==> src/sv/cpo_isqrt.sv <==
`default_nettype none

// Pipelined integer square root, one result bit per stage, several lanes in step.
module cpo_isqrt #(
    parameter int IN_W   = 42,
    parameter int SIDE_W = 1,
    parameter int LANES  = 2
) (
    input  wire logic                             i_clk,
    input  wire logic                             i_rst_n,
    input  wire logic                             i_adv,
    input  wire logic                             i_vld,
    input  wire logic [SIDE_W-1:0]                i_side,
    input  wire logic [LANES-1:0][IN_W-1:0]       i_rad,
    output logic                                  o_vld,
    output logic [SIDE_W-1:0]                     o_side,
    output logic [LANES-1:0][IN_W/2-1:0]          o_root
);

    localparam int ROOT_W = IN_W / 2;
    localparam int STEPS  = ROOT_W;
    localparam int REM_W  = ROOT_W + 2;

    logic                           r_vld  [STEPS];
    logic [SIDE_W-1:0]              r_side [STEPS];
    logic [LANES-1:0][IN_W-1:0]     r_rad  [STEPS];
    logic [LANES-1:0][REM_W-1:0]    r_rem  [STEPS];
    logic [LANES-1:0][ROOT_W-1:0]   r_root [STEPS];

    for (genvar g = 0; g < STEPS; g++) begin : g_step
        logic                         w_vld;
        logic [SIDE_W-1:0]            w_side;
        logic [LANES-1:0][IN_W-1:0]   w_rad;
        logic [LANES-1:0][REM_W-1:0]  w_rem;
        logic [LANES-1:0][ROOT_W-1:0] w_root;
        logic [LANES-1:0][REM_W-1:0]  w_trial;
        logic [LANES-1:0][REM_W-1:0]  w_test;
        logic [LANES-1:0][IN_W-1:0]   n_rad;
        logic [LANES-1:0][REM_W-1:0]  n_rem;
        logic [LANES-1:0][ROOT_W-1:0] n_root;

        // The first step starts from the radicand with an empty root.
        if (g == 0) begin : g_first
            assign w_vld  = i_vld;
            assign w_side = i_side;
            assign w_rad  = i_rad;
            assign w_rem  = '0;
            assign w_root = '0;
        end else begin : g_next
            assign w_vld  = r_vld[g-1];
            assign w_side = r_side[g-1];
            assign w_rad  = r_rad[g-1];
            assign w_rem  = r_rem[g-1];
            assign w_root = r_root[g-1];
        end

        // Bring down two radicand bits and try the next root bit.
        always_comb begin
            for (int l = 0; l < LANES; l++) begin
                w_trial[l] = {w_rem[l][REM_W-3:0], w_rad[l][IN_W-1 -: 2]};
                w_test[l]  = {w_root[l], 2'b01};
                n_rad[l]   = w_rad[l] << 2;
                if (w_trial[l] >= w_test[l]) begin
                    n_rem[l]  = w_trial[l] - w_test[l];
                    n_root[l] = {w_root[l][ROOT_W-2:0], 1'b1};
                end else begin
                    n_rem[l]  = w_trial[l];
                    n_root[l] = {w_root[l][ROOT_W-2:0], 1'b0};
                end
            end
        end

        // Valid bit of the stage.
        always_ff @(posedge i_clk) begin
            if (!i_rst_n) begin
                r_vld[g] <= 1'b0;
            end else if (i_adv) begin
                r_vld[g] <= w_vld;
            end
        end

        // Payload of the stage.
        always_ff @(posedge i_clk) begin
            if (i_adv) begin
                r_side[g] <= w_side;
                r_rad[g]  <= n_rad;
                r_rem[g]  <= n_rem;
                r_root[g] <= n_root;
            end
        end
    end

    assign o_vld  = r_vld[STEPS-1];
    assign o_side = r_side[STEPS-1];
    assign o_root = r_root[STEPS-1];

endmodule

`default_nettype wire

==> config.mk <==
export PLATFORM = sky130hd
export DESIGN_NAME = cpo_isqrt
export DESIGN_NICKNAME = d
export VERILOG_FILES = /design/src/sv/cpo_isqrt.sv
export SDC_FILE = /design/constraint.sdc
export NUM_CORES = 2
export LEC_CHECK = 0
export ABC_AREA = 1
export BUFFER_PORTS_ARGS = -buffer_cell sky130_fd_sc_hd__buf_2
export CORE_MARGIN = 3
export CORE_UTILIZATION = 51
export CTS_CLUSTER_DIAMETER = 200
export DETAILED_ROUTE_END_ITERATION = 7
export PLACE_DENSITY = 0.68
export RECOVER_POWER = 50
export SYNTH_ARGS = -nofsm -noshare
export SYNTH_HDL_FRONTEND = slang
export SYNTH_SLANG_ARGS = --single-unit
==> constraint.sdc <==
create_clock -name i_clk -period 2.2 [get_ports i_clk]
set_input_delay 0.22 -clock i_clk [delete_from_list [all_inputs] [get_ports i_clk]]
set_output_delay 0.22 -clock i_clk [all_outputs]
set_load 0.05 [all_outputs]
### Word-level counts from Yosys, hierarchy flattened

Memory sizes are Yosys's and may differ from the RTL's.
Cells that the tools add are included.

* bits in registers: 0
* bits in writable memories: 3570
* bits of input ports: 89
* output and inout bits: 44
* word-level logic and storage cells: 220
* memories: 5

Memories
* r_rad: words 21, width 80, read ports 20, clocked after memory_dff 0, write ports 21, line 26 `logic [LANES-1:0][IN_W-1:0] r_rad [STEPS];`
* r_rem: words 21, width 46, read ports 20, clocked after memory_dff 0, write ports 21, line 27 `logic [LANES-1:0][REM_W-1:0] r_rem [STEPS];`
* r_root: words 21, width 42, read ports 21, clocked after memory_dff 0, write ports 21, line 28 `logic [LANES-1:0][ROOT_W-1:0] r_root [STEPS];`
* r_side: words 21, width 1, read ports 21, clocked after memory_dff 0, write ports 21, line 25 `logic [SIDE_W-1:0] r_side [STEPS];`
* r_vld: words 21, width 1, read ports 21, clocked after memory_dff 0, write ports 21, line 24 `logic r_vld [STEPS];`

* $add $sub $neg: 42
* $lt $le $gt $ge: 42
* mux-type cells: 110
* bitwise gates (word level): 21

Operators with widths (count)
* two-way mux 23 bit: 42
* >= comparator 23 bit: 40
* subtractor 23 bit: 40
* two-way mux 1 bit: 68
* bitwise OR 1 bit: 21
* subtractor 2 x 1 -> 3 bit, second input constant: 2
* >= comparator 2 x 1 -> 1 bit, second input constant: 2

### Longest topological paths before layout

* depth in word-level cells: 4
* depth in mapped cells: 16

### Worst setup path before layout

No wires, ideal clock.

* path kind: register to register
* start: memory r_rem[0][115] in the netlist's numbering
* end: memory r_rem[0][168] in the netlist's numbering, data pin
* setup time: 0.249 ns
* arrival time: 1.739 ns
* data required time: 1.951 ns
* slack: 0.212 ns
* cell stages (with the launch flop): 11
* buffers on the path: 1
* cells stage by stage: edfxtp_1 -> ha_1 -> a21oi_1 -> nand2_1 -> a21oi_2 -> nand2_1 -> nor2_4 -> inv_2 -> buf_4 -> nand2_1 -> inv_1

RTL lines (line)
* start, declared: 27

==> metrics.md <==
| Metric | Value |
|---|---|
| First-pass GRT wire length | 432 mm |
| Root cell of the clock tree | clkbuf_16 |
| Yosys cell types | 57 |
| Mux contribution to synthesized area | 0% |
| Reg clk slew, reported paths | 60 ps |
| Buffers & Inverters on Critical Path | 3 |
| Crit start category | flop |
| Worst hold path class | input port to flop |
| Most frequent cells in the layout | nand2_1, edfxtp_1, inv_1, buf_4, nor2_1 |
| Met1 Use GR | 32.7% |
| TritonCTS Buffers | 222 |
| Crit share post-route | 101% |
| Reg2reg setup slack | -20 ps |
| Initial Utilization | 51.4% |
| Die height | 474 um |
| Fin crit period | 2220 ps |
| Final Max Slew Viols | 75 |
| Hold path cells | 2 |
| Synth Cell Area | 112000 um^2 |
| Clock skew | 36.8 ps |
| WL per Instance | 17.0 um |
| Critical path's top delay family | simple AND/OR/NAND/NOR gates |
| Worst reg-to-reg path cell count | 11 |
| Compound-gate portion of the synthesized area | 4.39% |
| Largest net degree at the start of global routing | 101 |
| Clock sinks | 2132 |
| Commonest non-fill, non-tap cell in the layout | nand2_1 |
| Switch Pwr | 36100 uW |
| Post-Synth Simple-Gate Area | 23.0% |
| Leading area contributor after synthesis | edfxtp_1 |
| Routability Congestion | 0.940 |
| VDD IR-drop max | 0.725 mV |
| GRT overflow | 0 |
| IO Pins | 133 |
| Power Density | 863 nW/um^2 |
| CTS H-tree depth | 4 |
| Port Buffer Count | 132 |
| DRT Pass-1 Iters | 6 |
| Reg-to-reg startpoint | r_rem[2][139] |
| Seq pwr share | 44.1% |
| RSZ-0062 raised after global routing | yes |
| Sw Ratio | 29.8% |
| Critical Path Start | r_rem[2][139] |
| Crit-path slowest cell | edfxtp_1 |
| Core area | 218000 um^2 |
| DP Wirelength | 212 mm |
| Met3 Track Usage GR | 2.81% |
| Clock power share | 31.3% |
| Critical Path RT | 2870 ps |
| Yosys reg bits | 2132 |
| Cell repeated most along the worst path | nor2_2 |
| Final setup margin | -16.6 ps |
| MaxCap Viol Count | 1 |
| Top FF cell, synth | edfxtp_1 |
| CTS tree | yes |
| Mean Syn Cell Area | 9.29 um^2 |
| Final Hold Fails | 0 |
| Area delta synth->final | 25.5% |
| Mapped Cells | 12000 |
| GRT busiest layer | met2 |
| GRT Overall Usage | 24.1% |
| Post-synth EDFFs | 2131 |
| DR vias | 85700 |
| Die area | 225000 um^2 |
| FFs w/ async S/R, synth | 0% |
| CP max FO | 6 |
| Synth area leaders | edfxtp_1, nand2_1, inv_1, ha_1, nor2_1 |
| Failing checks | max-capacitance violations, max-slew violations, negative setup slack |
| Clock buffer depth | 3 |
| Initial antenna violation count | 4 |
| Routed Antenna Nets | 0 |
| Seq/Total Area, Yosys | 57.3% |
| Site Rows | 171 |
| DRC violations left | 0 |
| Internal power | 84900 uW |
| Comb pwr share | 24.6% |
| Yosys warns | 0 |
| Fmax achieved | 451 MHz |
| Met2 Use GR | 41.0% |
| Final setup violation count | 2 |
| Synth Area in Adders | 5.67% |
| Vias in the first global route | 81400 |
| Max stage delay on crit path | 490 ps |
| Hold WS | 61.0 ps |
| Slew margin rel. | -10.3% |
| Vias per cell | 5.10 |
| Iteration-0 DRC count of the detailed router | 6185 |
| Synth top area share | 57.3% |
| Detailed Route WL | 285 mm |
| Outcome | complete, but fails checks |
| Worst-Margin Slew | 1650 ps |
| DP Area | 124000 um^2 |
| Largest family of logic cells by synthesized area | simple AND/OR/NAND/NOR gates |
| Critical path arrival | 2890 ps |
| XOR/XNOR Fraction of Synth Area | 2.41% |
| Post-Route Setup TNS | -30.9 ps |
| FF-to-FF End | r_rem[3][18] |
| Die width | 474 um |
| Worst-skew pair later-pin latency | 860 ps |
| Hold-critical path endpoint | r_rad[0][11] |
| Min-Delay Startpoint | i_rad[11] |
| Design area | 140000 um^2 |
| Worst path cell trace | ha_4 > nand2_2 > nor2_2 > nand3_1 > nor2_1 > nor2_2 > inv_2 > nor2_4 > buf_4 > clkbuf_16 > a21oi_1 |
| Share of cells above drive strength 1 | 20.9% |
| Crit path kind | flop to flop |
| Lkg Pwr | 0.0617 uW |
| Final nets | 14300 |
| Critical path endpoint category | flop |
through the flow:
stage                     instances  total power (uW)  utilization [%]  worst slack, ps
after global routing          16800            127000             64.4            -80.9
after detailed placement      15900             79300             56.8             -497
after global placement        15900             78900             56.8             -456
final                         16800            121000             64.4            -16.6
after floorplan               12000             68300                -              212
after CTS                     16500            118000             61.2            0.681
metal layers:
metal | share of wire, % | vias to the layer above
met1 | 44 | 40200
met2 | 48 | 2118
met3 | 4.2 | 471
li1 | - | 42900
met4 | 3.0 | 0
met5 | 0 | -
flip-flops by register name (all words and copies together) (netlist names):
| register | count |
|---|---|
| r_rad | 840 |
| r_rem | 788 |
| r_root | 462 |
| r_side | 21 |
| r_vld | 21 |
cells by family after synthesis:
kind of cell | after synthesis
AND/OR/NAND/NOR | 6134
XOR/XNOR | 307
AO/OA/AOI/OAI | 897
flip-flops | 2132
buffers and inverters | 2049
other | 1
adder cells (fa/ha/maj) | 506
synthesized netlist by cell type (all sizes together), types with 93 or more instances:
cell and count:
xor2 195, buf 93, nand3b 131, nor2 1078, nor3 121, nand3 692
nand4 168, xnor2 112, nand2 3901, a21oi 480, o21ai 353, edfxtp 2131
ha 506, inv 1947
timing repair:
action / 4_1_cts / 5_1_grt
setup endpoints to repair: 299 / 698
hold endpoints to repair: 293 / 0
setup buffers: 54 / 259
resized for setup: 126 / 1028
hold buffers: 94 / 0
pin swaps: 11 / 181
cloned: 3 / 22
area by class of cell:
class | instances | area (um^2)
Clock buffer | 257 | 5730
Clock inverter | 153 | 1680
Timing Repair inverter | 8 | 93.8
Antenna cell | 3 | 7.51
Timing Repair Buffer | 1585 | 12500
Sequential cell | 2132 | 64000
Inverter | 1948 | 7410
Fill cell | 17600 | 77400
Multi-Input combinational cell | 7848 | 45200
Tap cell | 2854 | 3570
power by group through the flow:
stage | combinational [uW] | sequential [uW] | clock, uW
CTS | 26300 | 52900 | 38800
global placement | 25300 | 53600 | 0
global route | 33200 | 53700 | 40500
finish | 29800 | 53300 | 37800
floorplan | 15900 | 52500 | 0
detailed placement | 25500 | 53700 | 0
how the worst max path moves through the flow:
stage,to,slack [ps],depth (start not counted)
final,r_rem[3][18],-20,11
after global routing,r_rem[3][1],-80,12
after CTS,r_rem[4][17],0.7,9
after detailed placement,r_rem[2][1],-500,11
after global placement,r_rem[2][1],-460,11
after floorplan,r_rem[0][168],210,10
(Power assumes the default switching activity.)
